File: config.mk
export PLATFORM = sky130hd
export DESIGN_NAME = ps2_host_link_engine_unit_flat
export DESIGN_NICKNAME = d
export VERILOG_FILES = /design/src/design/ps2hl_pkg.sv /design/src/design/ps2hl_if.sv /design/src/design/ps2hl_fifo.sv /design/src/design/ps2_host_link_engine_unit.sv /design/src/flat_wrapper.sv
export SDC_FILE = /design/constraint.sdc
export NUM_CORES = 1
export LEC_CHECK = 0
export BUFFER_PORTS_ARGS = -buffer_cell sky130_fd_sc_hd__buf_2
export CELL_PAD_IN_SITES_DETAIL_PLACEMENT = 1
export CELL_PAD_IN_SITES_GLOBAL_PLACEMENT = 2
export CORE_MARGIN = 3
export CORE_UTILIZATION = 41
export CTS_CLUSTER_SIZE = 14
export DETAILED_ROUTE_END_ITERATION = 6
export PLACE_DENSITY = 0.88
export RECOVER_POWER = 100
export SLEW_MARGIN = 30
export SYNTH_ARGS = -nofsm -noshare
export SYNTH_HDL_FRONTEND = slang
export SYNTH_SLANG_ARGS = --single-unit
File: constraint.sdc
create_clock -name clk -period 2.74 [get_ports clk]
set_clock_uncertainty 0.05 [all_clocks]
set_input_delay 0.822 -clock clk [delete_from_list [all_inputs] [get_ports clk]]
set_output_delay 0.822 -clock clk [all_outputs]
set_load 0.05 [all_outputs]
File: src/design/ps2hl_pkg.sv
// Shared types, codes and helpers for the PS/2 host link engine.
package ps2hl_pkg;

  typedef enum logic [1:0] {
    OP_EDGE   = 2'd0,
    OP_SEND   = 2'd1,
    OP_POP    = 2'd2,
    OP_REINIT = 2'd3
  } op_t;

  typedef enum logic [1:0] {
    MODE_ERROR = 2'd0,
    MODE_RECV  = 2'd1,
    MODE_SEND  = 2'd2
  } mode_t;

  localparam logic [3:0] FRAME_BITS = 4'd11;

  typedef struct packed {
    logic push;
    logic pop;
    logic clear;
  } fifo_ctrl_t;

  // Odd parity bit: set when the byte holds an even number of ones.
  function automatic logic odd_parity(input logic [7:0] v);
    odd_parity = ~(^v);
  endfunction

endpackage

File: src/design/ps2hl_if.sv
// Valid/ready channel interfaces for the PS/2 host link engine.
interface ps2hl_in_if;
  logic       valid;
  logic       ready;
  logic [1:0] opcode;
  logic       data_line;
  logic [7:0] send_byte;

  modport source (output valid, output opcode, output data_line, output send_byte,
                  input ready);
  modport sink (input valid, input opcode, input data_line, input send_byte,
                output ready);
endinterface

interface ps2hl_out_if #(parameter int FIFO_DEPTH = 16);
  localparam int CountW = $clog2(FIFO_DEPTH + 1);

  logic              valid;
  logic              ready;
  logic [1:0]        link_mode;
  logic              data_pull_low;
  logic [7:0]        popped_byte;
  logic [CountW-1:0] fifo_count;

  modport source (output valid, output link_mode, output data_pull_low,
                  output popped_byte, output fifo_count, input ready);
  modport sink (input valid, input link_mode, input data_pull_low,
                input popped_byte, input fifo_count, output ready);
endinterface

File: src/design/ps2hl_fifo.sv
// Receive byte FIFO: circular buffer memory with fill count and registered read.
module ps2hl_fifo #(
  parameter int DEPTH = 16
) (
  input  logic                               clk,
  input  logic                               rst,
  input  ps2hl_pkg::fifo_ctrl_t              ctrl,
  input  logic [7:0]                         wdata,
  output logic [7:0]                         rdata,
  output logic [$clog2(DEPTH+1)-1:0]         fill,
  output logic [$clog2(DEPTH+1)-1:0]         fill_next
);

  localparam int PtrW   = (DEPTH > 1) ? $clog2(DEPTH) : 1;
  localparam int CountW = $clog2(DEPTH + 1);
  localparam logic [PtrW-1:0]   LastPtr = PtrW'(DEPTH - 1);
  localparam logic [CountW-1:0] Full    = CountW'(DEPTH);

  logic [7:0]      mem [DEPTH];
  logic [PtrW-1:0] head, head_next;
  logic [PtrW-1:0] tail, tail_next;
  logic            do_push, do_pop;

  assign do_push = ctrl.push && (fill != Full);
  assign do_pop  = ctrl.pop && (fill != '0);

  always_comb begin
    head_next = head;
    tail_next = tail;
    fill_next = fill;
    if (ctrl.clear) begin
      head_next = '0;
      tail_next = '0;
      fill_next = '0;
    end else if (do_push) begin
      tail_next = (tail == LastPtr) ? '0 : tail + PtrW'(1);
      fill_next = fill + CountW'(1);
    end else if (do_pop) begin
      head_next = (head == LastPtr) ? '0 : head + PtrW'(1);
      fill_next = fill - CountW'(1);
    end
  end

  always_ff @(posedge clk) begin
    if (rst) begin
      head <= '0;
      tail <= '0;
      fill <= '0;
    end else begin
      head <= head_next;
      tail <= tail_next;
      fill <= fill_next;
    end
  end

  always_ff @(posedge clk) begin
    if (do_push) begin
      mem[tail] <= wdata;
    end
  end

  always_ff @(posedge clk) begin
    if (ctrl.pop) begin
      rdata <= mem[head];
    end
  end

  a_fill_bound: assert property (@(posedge clk) disable iff (rst) fill <= Full)
    else $error("fifo fill exceeds depth");
  a_empty_ptrs: assert property (@(posedge clk) disable iff (rst)
    fill == '0 |-> head == tail)
    else $error("empty fifo with unequal pointers");
  a_full_hold: assert property (@(posedge clk) disable iff (rst)
    fill == Full && ctrl.push && !ctrl.clear |=> fill == Full)
    else $error("push on full fifo changed fill");

endmodule

File: src/design/ps2_host_link_engine_unit.sv
// PS/2 host link engine top level: frame receive/send sequencing and result register.
// Latency: a result is valid the cycle after its transaction is accepted.
// Throughput: one transaction per cycle; ready stays high while the result
// register is empty or being drained.
// Reset (synchronous, rst high): receive mode, falling edge expected, bit counter 11,
// DATA released, FIFO empty, no result pending.
module ps2_host_link_engine_unit #(
  parameter int FIFO_DEPTH = 16
) (
  input  logic             clk,
  input  logic             rst,
  ps2hl_in_if.sink         in_ch,
  ps2hl_out_if.source      out_ch
);

  localparam int CountW = $clog2(FIFO_DEPTH + 1);

  ps2hl_pkg::mode_t      mode, mode_next;
  logic                  expect_rising, expect_rising_next;
  logic [3:0]            bit_counter, bit_counter_next;
  logic [7:0]            shift_reg, shift_reg_next;
  logic                  saved_parity, saved_parity_next;
  logic                  pull_low, pull_low_next;

  logic                  out_valid;
  ps2hl_pkg::mode_t      out_mode;
  logic                  out_pull;
  logic                  out_pop_hit, out_pop_hit_next;
  logic [CountW-1:0]     out_count;

  ps2hl_pkg::fifo_ctrl_t fifo_ctrl;
  logic [7:0]            fifo_rdata;
  logic [CountW-1:0]     fifo_fill, fifo_fill_next;

  logic                  accept;
  logic [3:0]            bc_dec;
  ps2hl_pkg::op_t        op;

  assign in_ch.ready = !out_valid || out_ch.ready;
  assign accept      = in_ch.valid && in_ch.ready;
  assign op          = ps2hl_pkg::op_t'(in_ch.opcode);
  assign bc_dec      = bit_counter - 4'd1;

  ps2hl_fifo #(.DEPTH(FIFO_DEPTH)) u_fifo (
    .clk       (clk),
    .rst       (rst),
    .ctrl      (fifo_ctrl),
    .wdata     (shift_reg),
    .rdata     (fifo_rdata),
    .fill      (fifo_fill),
    .fill_next (fifo_fill_next)
  );

  // Next state
  always_comb begin
    mode_next          = mode;
    expect_rising_next = expect_rising;
    bit_counter_next   = bit_counter;
    shift_reg_next     = shift_reg;
    saved_parity_next  = saved_parity;
    pull_low_next      = pull_low;
    fifo_ctrl          = '0;
    if (accept) begin
      unique case (op)
        ps2hl_pkg::OP_EDGE: begin
          if (mode == ps2hl_pkg::MODE_RECV || mode == ps2hl_pkg::MODE_SEND) begin
            if (!expect_rising) begin
              expect_rising_next = 1'b1;
              if (mode == ps2hl_pkg::MODE_RECV) begin
                if (bit_counter == ps2hl_pkg::FRAME_BITS && in_ch.data_line)
                  mode_next = ps2hl_pkg::MODE_ERROR;
                if (bit_counter < ps2hl_pkg::FRAME_BITS && bit_counter > 4'd2)
                  shift_reg_next = {in_ch.data_line, shift_reg[7:1]};
                if (bit_counter == 4'd2 &&
                    ps2hl_pkg::odd_parity(shift_reg) != in_ch.data_line)
                  mode_next = ps2hl_pkg::MODE_ERROR;
                if (bit_counter == 4'd1 && !in_ch.data_line)
                  mode_next = ps2hl_pkg::MODE_ERROR;
              end else begin
                if (bit_counter == ps2hl_pkg::FRAME_BITS)
                  saved_parity_next = ps2hl_pkg::odd_parity(shift_reg);
                if (bit_counter <= ps2hl_pkg::FRAME_BITS && bit_counter > 4'd3) begin
                  pull_low_next  = ~shift_reg[0];
                  shift_reg_next = {1'b0, shift_reg[7:1]};
                end
                if (bit_counter == 4'd3)
                  pull_low_next = ~saved_parity;
                if (bit_counter == 4'd2)
                  pull_low_next = 1'b0;
                if (bit_counter == 4'd1 && in_ch.data_line)
                  mode_next = ps2hl_pkg::MODE_ERROR;
              end
            end else begin
              expect_rising_next = 1'b0;
              bit_counter_next   = bc_dec;
              if (bc_dec == 4'd0) begin
                bit_counter_next = ps2hl_pkg::FRAME_BITS;
                if (mode == ps2hl_pkg::MODE_RECV)
                  fifo_ctrl.push = 1'b1;
                else
                  mode_next = ps2hl_pkg::MODE_RECV;
              end
            end
          end
        end
        ps2hl_pkg::OP_SEND: begin
          fifo_ctrl.clear    = 1'b1;
          shift_reg_next     = in_ch.send_byte;
          pull_low_next      = 1'b1;
          mode_next          = ps2hl_pkg::MODE_SEND;
          expect_rising_next = 1'b0;
          bit_counter_next   = ps2hl_pkg::FRAME_BITS;
        end
        ps2hl_pkg::OP_POP: begin
          fifo_ctrl.pop = 1'b1;
        end
        ps2hl_pkg::OP_REINIT: begin
          fifo_ctrl.clear    = 1'b1;
          pull_low_next      = 1'b0;
          mode_next          = ps2hl_pkg::MODE_RECV;
          expect_rising_next = 1'b0;
          bit_counter_next   = ps2hl_pkg::FRAME_BITS;
        end
      endcase
    end
  end

  // Result fields
  always_comb begin
    out_pop_hit_next = (op == ps2hl_pkg::OP_POP) && (fifo_fill != '0);
  end

  always_ff @(posedge clk) begin
    if (rst) begin
      mode          <= ps2hl_pkg::MODE_RECV;
      expect_rising <= 1'b0;
      bit_counter   <= ps2hl_pkg::FRAME_BITS;
      shift_reg     <= '0;
      saved_parity  <= 1'b0;
      pull_low      <= 1'b0;
      out_valid     <= 1'b0;
    end else begin
      mode          <= mode_next;
      expect_rising <= expect_rising_next;
      bit_counter   <= bit_counter_next;
      shift_reg     <= shift_reg_next;
      saved_parity  <= saved_parity_next;
      pull_low      <= pull_low_next;
      if (accept)
        out_valid <= 1'b1;
      else if (out_ch.ready)
        out_valid <= 1'b0;
    end
  end

  always_ff @(posedge clk) begin
    if (accept) begin
      out_mode    <= mode_next;
      out_pull    <= pull_low_next;
      out_pop_hit <= out_pop_hit_next;
      out_count   <= fifo_fill_next;
    end
  end

  assign out_ch.valid         = out_valid;
  assign out_ch.link_mode     = out_mode;
  assign out_ch.data_pull_low = out_pull;
  assign out_ch.popped_byte   = out_pop_hit ? fifo_rdata : 8'd0;
  assign out_ch.fifo_count    = out_count;

  a_counter_range: assert property (@(posedge clk) disable iff (rst)
    bit_counter >= 4'd1 && bit_counter <= ps2hl_pkg::FRAME_BITS)
    else $error("bit counter out of frame range");
  a_pull_only_send: assert property (@(posedge clk) disable iff (rst)
    out_valid && out_mode != ps2hl_pkg::MODE_SEND |-> !out_pull)
    else $error("DATA pulled low outside send mode");
  a_ready_when_empty: assert property (@(posedge clk) disable iff (rst)
    !out_valid |-> in_ch.ready)
    else $error("input stalled with empty result register");
  a_error_frozen: assert property (@(posedge clk) disable iff (rst)
    mode == ps2hl_pkg::MODE_ERROR && accept && op == ps2hl_pkg::OP_EDGE
    |=> mode == ps2hl_pkg::MODE_ERROR && $stable(bit_counter) && $stable(shift_reg))
    else $error("edge changed state in error mode");

endmodule

File: src/flat_wrapper.sv
// flat-port wrapper written by rule: the top's interface ports become plain ports
module ps2_host_link_engine_unit_flat 
#(
  parameter int FIFO_DEPTH = 16
)
  (clk, rst, in_ch_valid, in_ch_opcode, in_ch_data_line, in_ch_send_byte, in_ch_ready, out_ch_valid, out_ch_link_mode, out_ch_data_pull_low, out_ch_popped_byte, out_ch_fifo_count, out_ch_ready);
  ps2hl_in_if in_ch_i ();
  ps2hl_out_if #(.FIFO_DEPTH(FIFO_DEPTH)) out_ch_i ();
  input  logic clk;
  input  logic rst;
  input wire logic [$bits(in_ch_i.valid)-1:0] in_ch_valid;
  input wire logic [$bits(in_ch_i.opcode)-1:0] in_ch_opcode;
  input wire logic [$bits(in_ch_i.data_line)-1:0] in_ch_data_line;
  input wire logic [$bits(in_ch_i.send_byte)-1:0] in_ch_send_byte;
  output wire logic [$bits(in_ch_i.ready)-1:0] in_ch_ready;
  output wire logic [$bits(out_ch_i.valid)-1:0] out_ch_valid;
  output wire logic [$bits(out_ch_i.link_mode)-1:0] out_ch_link_mode;
  output wire logic [$bits(out_ch_i.data_pull_low)-1:0] out_ch_data_pull_low;
  output wire logic [$bits(out_ch_i.popped_byte)-1:0] out_ch_popped_byte;
  output wire logic [$bits(out_ch_i.fifo_count)-1:0] out_ch_fifo_count;
  input wire logic [$bits(out_ch_i.ready)-1:0] out_ch_ready;
  assign in_ch_i.valid = in_ch_valid;
  assign in_ch_i.opcode = in_ch_opcode;
  assign in_ch_i.data_line = in_ch_data_line;
  assign in_ch_i.send_byte = in_ch_send_byte;
  assign in_ch_ready = in_ch_i.ready;
  assign out_ch_valid = out_ch_i.valid;
  assign out_ch_link_mode = out_ch_i.link_mode;
  assign out_ch_data_pull_low = out_ch_i.data_pull_low;
  assign out_ch_popped_byte = out_ch_i.popped_byte;
  assign out_ch_fifo_count = out_ch_i.fifo_count;
  assign out_ch_i.ready = out_ch_ready;
  ps2_host_link_engine_unit #(.FIFO_DEPTH(FIFO_DEPTH)) u_core (.clk(clk), .rst(rst), .in_ch(in_ch_i), .out_ch(out_ch_i));
endmodule
### After elaboration in Yosys (flattened, before gate mapping)

Memory sizes are Yosys's and may differ from the RTL's. A register that Yosys moved wholly into a read port is not among the register bits.
Index checks and enable logic that the tools add are counted.

| storage, ports and cells | value |
|---|---|
| flip-flop bits (word level) | 40 |
| bits in writable memories | 128 |
| bits of input ports | 15 |
| output and inout bits | 18 |
| memories | 1 |

| cells by class | value |
|---|---|
| add/sub/neg operators | 5 |
| magnitude comparators | 4 |
| equal/unequal tests | 18 |
| multiplexer cells | 50 |
| bitwise logic cells | 6 |
| reductions and logical operators | 28 |

Memories:

| name | depth | bits a word | rd ports | clocked after memory_dff | wr ports | RTL line | source |
|---|---|---|---|---|---|---|---|
| u_core.u_fifo.mem | 16 | 8 | 1 | 1 | 1 | ps2hl_fifo.sv:19 | `logic [7:0] mem [DEPTH];` |

Operators with widths:

| cell | count |
|---|---|
| $mux W8 | 6 |
| $mux W1 | 20 |
| $mux W2 | 10 |
| $mux W4 | 5 |
| $pmux W8 S2 | 1 |
| $mux W5 | 3 |
| $eq A4 B4 Y1 const B | 3 |
| $reduce_and A6 Y1 | 2 |
| $logic_and A1 B1 Y1 | 10 |
| $add A4 B1 Y4 const B | 2 |
| $eq A4 B2 Y1 const B | 2 |
| $gt A4 B2 Y1 const B | 2 |
| $pmux W4 S2 | 1 |
| $reduce_xor A8 Y1 | 1 |
| $eq A2 B2 Y1 const B | 3 |
| $not A1 Y1 | 6 |
| $pmux W2 S3 | 1 |
| $reduce_bool A2 Y1 | 3 |
| $add A5 B1 Y5 const B | 1 |
| $ne A5 B5 Y1 const B | 1 |
| $reduce_bool A5 Y1 | 1 |
| $sub A5 B1 Y5 const B | 1 |
| $eq A2 B1 Y1 const B | 2 |
| $eq A4 B1 Y1 const B | 1 |
| other kinds (19) | 23 |

### Longest topological paths before layout

| depth | value |
|---|---|
| depth after elaboration | 11 |
| depth in mapped cells | 9 |

### By module

From an unflattened synthesis, not the netlist that was laid out.

| unflattened totals | value |
|---|---|
| cells, all modules | 524 |
| area total of the unflattened synthesis | 7721.2 µm² |

By module, submodules not included:

| module | instances | cells an instance | area an instance (µm²) |
|---|---|---|---|
| ps2hl_fifo | 1 | 328 | 5939.4 |
| ps2_host_link_engine_unit | 1 | 196 | 1781.7 |

### Least setup slack after synthesis

OpenSTA, ideal clock, no wires.

| timing path | value |
|---|---|
| kind | input port to flip-flop |
| start point | in out_ch_ready |
| end point | mem u_core.u_fifo.mem[0][0] (enable) |
| setup time | 383 ps |
| data arrival time | 2891 ps |
| slack | -585 ps |
| stages | 7 |
| cells stage by stage | nand2b_1 -> and4b_1 -> and4_2 -> buf_2 -> and2_1 -> nand2_1 -> nor3_1 |

| between the ends | value |
|---|---|
| longest elaborated chain between the ends | 6 |

Ends and longest elaborated chain:

| item | RTL line | source |
|---|---|---|
| start: declaration | flat_wrapper.sv:21 | `input wire logic [$bits(out_ch_i.ready)-1:0] out_ch_ready;` |
| $logic_or A1 B1 Y1 | ps2_host_link_engine_unit.sv:39 | `assign in_ch.ready = !out_valid \|\| out_ch.ready;` |
| $logic_and A1 B1 Y1 | ps2_host_link_engine_unit.sv:40 | `assign accept = in_ch.valid && in_ch.ready;` |
| $mux W3 | ps2_host_link_engine_unit.sv:63 | `if (accept) begin` |
| $logic_and A1 B1 Y1 | ps2hl_fifo.sv:24 | `assign do_push = ctrl.push && (fill != Full);` |
| $mux W1 | ps2hl_fifo.sv:57 | `if (do_push) begin` |
| $mux W1 (not written as such) | ps2hl_fifo.sv:58 | `mem[tail] <= wdata;` |
| end: declaration | ps2hl_fifo.sv:19 |  |

Every way passes these cells.

### Worst setup path in the final report

| timing path | value |
|---|---|
| start point | reg u_core.mode[1] |
| end point | mem u_core.u_fifo.mem[10][2] (enable) |

| between the ends | value |
|---|---|
| longest elaborated chain between the ends | 10 |
| elaborated cells on any way between the ends | 12 |
| those cells by class | eq/ne: 2; mux: 8; reduce/logical: 2 |

Ends and longest elaborated chain:

| item | RTL line | source |
|---|---|---|
| start: declaration | ps2_host_link_engine_unit.sv:18 | `ps2hl_pkg::mode_t mode, mode_next;` |
| start signal: assignment | ps2_host_link_engine_unit.sv:135 | `mode <= ps2hl_pkg::MODE_RECV;` |
| start signal: assignment | ps2_host_link_engine_unit.sv:143 | `mode <= mode_next;` |
| $eq A2 B1 Y1 | ps2_host_link_engine_unit.sv:66, ps2_host_link_engine_unit.sv:98 |  |
| $mux W1 | ps2_host_link_engine_unit.sv:98 | `if (mode == ps2hl_pkg::MODE_RECV)` |
| $mux W1 | ps2_host_link_engine_unit.sv:96 | `if (bc_dec == 4'd0) begin` |
| $mux W1 | ps2_host_link_engine_unit.sv:67 | `if (!expect_rising) begin` |
| $mux W1 (*) | ps2_host_link_engine_unit.sv:66 | `if (mode == ps2hl_pkg::MODE_RECV \|\| mode == ps2hl_pkg::MODE_SEND) begin` |
| $mux W1 (*) | ps2_host_link_engine_unit.sv:64 | `unique case (op)` |
| $mux W3 (*) | ps2_host_link_engine_unit.sv:63 |  |
| $logic_and A1 B1 Y1 (*) | ps2hl_fifo.sv:24 |  |
| $mux W1 (*) | ps2hl_fifo.sv:57 |  |
| $mux W1 (not written as such) (*) | ps2hl_fifo.sv:58 |  |

Mark *: on every way between the ends. The rest lies on a longest branch, timed or not.

==> results by group <==
Outcome
  • Status: completed

Timing
  • Fin crit share: between 90% and 100%
  • Final Max Slew Viols: 0
  • Min Tclk post-route: 2.603 ns
  • PnR worst setup slack: 0.1368 ns
  • Fmax: 384.1 MHz
  • Tightest Pin Transition: 1.050 ns
  • Rel. slew slack: between 20 and 30%
  • RSZ-0062 raised after global routing: false
  • Fin. Hold Viols: 0
  • Setup violations, final: 0

Layout
  • Area occupied by multi-input gates: 2491 um^2
  • Number of flip-flops in the largest register: between 100 and 150
  • # fillers: 1798
  • Area Growth Syn to Fin: 16.84%
  • Layout cell share with drive strength beyond 1: ~22%
  • Nets: 621
  • Cell area after layout: a little under 9000 um^2
  • Storage cell area: between 4000 and 5000 um^2
  • # diodes: 0

GRT
  • Overall Global Routing Usage: a little under a fifth
  • Vias in the first global route: about 5000
  • Largest net degree at the start of global routing: 38
  • First-pass GRT wire length: approximately 29000 um
  • Gr ovfl total: 0
  • Initial antenna violation count: 0

Critical path
  • CP most frequent cell: nor2_1
  • Crit-path max FO: 8
  • Data arrival time of the critical path: between 2 and 3 ns
  • CP peak stage delay: 0.39 ns
  • Worst path bufs/invs: 3
  • Critical Path End Type: flop
  • Largest delay contributor family on the critical path: simple AND/OR/NAND/NOR gates
  • Setup Crit Path Kind: flop to flop
  • Critical path cell sequence: inv_1 -> ha_1 -> nor2_1 -> and4b_1 -> and4_2 -> and2_2 -> clkbuf_4 -> nand2_1 -> nor2_1 -> buf_4
  • Max stage delay cell, worst path: dfxtp_1
  • Crit path launch type: flop
  • Worst Path Required: approximately 2.8 ns

CTS
  • Skew-Pair Late Insertion Delay: between 0.4 and 0.5 ns
  • CTS tree: yes
  • CTS max path bufs: 2
  • Max H-tree Level: 4
  • CTS Hold Bufs: 0
  • Clk Tree Root Cell: clkbuf_16
  • CTS Sinks: between 150 and 200
  • Clock Pin Slew Worst Setup and Hold Paths: roughly 0.070 ns
  • CTS Buf Count: 17

Die
  • Core area: 18150 um^2
  • I/O pins: 33
  • Initial Utilization: 42.06%
  • Row cnt: just under 50
  • Chip Width: around 140 um
  • Height of the die: ~140 um
  • Die area: 20290 um^2

Logic synthesis
  • Mapped cell area: 7632 um^2
  • Synth warn: 0
  • Number of flops mapped to enable cells by yosys: between 100 and 150
  • Syn nets: roughly 550
  • Number of library cell types mapped by synthesis: between 50 and 60
  • Syn Inst Count: ~520
  • FF+latch count, synth: 176
  • Async SR Flop Fraction: 0%
  • Synth Area per Inst: 14.82 um^2
  • Register area share after synthesis: 65.18%
  • Post-synth top flop: edfxtp_1

Power
  • Clock power frac: between 40% and 50%
  • PD cells: around 650 nW/um^2
  • Pleak: about 3 nW
  • Switching share of power: a little over a fifth
  • Int Pwr: ~4.6 mW
  • Maximum vdd drop: about 0.43 mV
  • Sw power: between 1 and 1.5 mW
  • Flop pwr share: between 50% and 60%
  • Combinational power share: 5.4%

Detailed routing
  • Post-route ant nets: 0
  • # DRC: 0
  • Initial DRC count: 266
  • First-pass DRT Iterations: 4
  • Wire length after detailed routing: ~18000 um
  • Vias: around 4600
  • WL/cell: around 22 um
  • Vias/cell: between 5 and 6

Placed design
  • IO buf count: 32
  • Worst Setup Slack post-DPL: -0.004692 ns
  • GP Congestion: ~0.84
  • DP HPWL: approximately 13000 um
  • Area after DPL: ~8400 um^2

Worst hold path
  • HP Class: flop to flop

Run
  • MaxCap Viol Count: 0
==> placed cells by master (no fill, tap or decap), types with 4 or more instances in the layout <==
cell and instances:
inv_1 14, ha_1 17, clkbuf_1 33, nor3_2 4
and2_1 12, a31oi_1 4, a211oi_1 18, nand2_1 31
buf_2 15, a21oi_1 27, a21o_1 5, nor3_1 4
nand3_1 7, clkbuf_16 17, o21ai_0 9, mux2i_1 18
nor2_1 38, buf_4 23, nor2b_1 11, xnor2_1 10
nand2b_1 6, dfxtp_1 30, clkbuf_4 4, and3_1 4
mux4_2 32, edfxtp_1 145
==> stage by stage <==
step           setup TNS (ns)  instances  power, mW  util, %  hold slack, ns
4_1_cts                     0        828      5.896    49.65          0.4741
3_3_place_gp                0        796      3.319    46.14          0.4345
2_1_floorplan          -1.095        515      3.214        -          0.4134
3_5_place_dp         -0.03451        796      3.335    46.14          0.4492
6_report                    0        831      5.837    49.14          0.4691
5_1_grt                     0        831      6.025    49.14          0.4986
==> cell usage after synthesis, drive strengths merged (6+ instances only) <==
cell | count | area share [%]
nand2b | 6 | 0.49
xnor2 | 10 | 1.1
a21oi | 27 | 1.8
mux4 | 32 | 9.4
clkbuf | 14 | 0.82
o21ai | 9 | 0.59
edfxtp | 145 | 57
ha | 17 | 2.8
nor2b | 11 | 0.90
dfxtp | 31 | 8.1
buf | 12 | 0.90
nor2 | 41 | 2.0
a211oi | 19 | 2.0
inv | 15 | 0.77
mux2i | 18 | 2.4
nor3 | 8 | 0.52
nand2 | 31 | 1.5
and2 | 15 | 1.2
nand3 | 7 | 0.46
==> metal layers <==
metal | wire, um | global-route usage [%] | up-vias
met5 | 0 | 0 | -
met4 | 340 | 6.553 | 0
met3 | 515 | 3.528 | 21
met2 | 9310 | 32.15 | 78
met1 | 7968 | 25.07 | 2342
li1 | - | - | 2114
==> worst paths after layout <==
check / from / end / slack, ns / depth (start not counted)
worst max register to register: u_core.mode[1] / u_core.u_fifo.mem[10][2] / 0.14 / 10
worst max-delay path: u_core.mode[1] / u_core.u_fifo.mem[10][2] / 0.14 / 10
worst min register to register: u_core.saved_parity / u_core.saved_parity / 0.47 / 2
worst min-delay path: u_core.saved_parity / u_core.saved_parity / 0.47 / 2
==> repair_timing <==
action | CTS | global route
endpoints found under the setup margin | 0 | 31
setup buffers | 0 | 3
resized for setup | 0 | 3
hold endpoints to repair | 0 | 0
==> power by group through the flow <==
| stage | Sequential (mW) | Combinational (mW) | Clock (mW) |
|---|---|---|---|
| finish | 2.95 | 0.317 | 2.57 |
| global route | 2.95 | 0.352 | 2.72 |
| CTS | 2.95 | 0.334 | 2.62 |
| detailed placement | 3.00 | 0.331 | 0 |
| floorplan | 3.05 | 0.166 | 0 |
| global placement | 3.00 | 0.316 | 0 |
==> cell families (layout without fill, tap and decap cells) <==
logic type / after synthesis / count (layout) / share of synthesized area, %
AO/OA/AOI/OAI: 82 / 82 / 7.426
buffers and inverters: 41 / 128 / 2.492
flip-flops: 176 / 176 / 65.18
adder cells (fa/ha/maj): 17 / 17 / 2.787
AND/OR/NAND/NOR: 136 / 136 / 8.787
XOR/XNOR: 12 / 12 / 1.377
multiplexers: 51 / 51 / 11.95
==> area by class of cell <==
cell class | instances | area share (%)
Tap cell | 229 | 3.213
Multi-Input combinational cell | 298 | 27.94
Clock buffer | 20 | 5.234
Timing Repair Buffer | 81 | 5.248
Inverter | 15 | 0.6595
Clock inverter | 12 | 1.908
Sequential cell | 176 | 55.80
==> worst min-delay path, stage by stage, from the launching register on <==
cell	delay [ns]
dfxtp_1	0.34
mux2i_1	0.07
nor2_1	0.07
(Power assumes the default switching activity.)
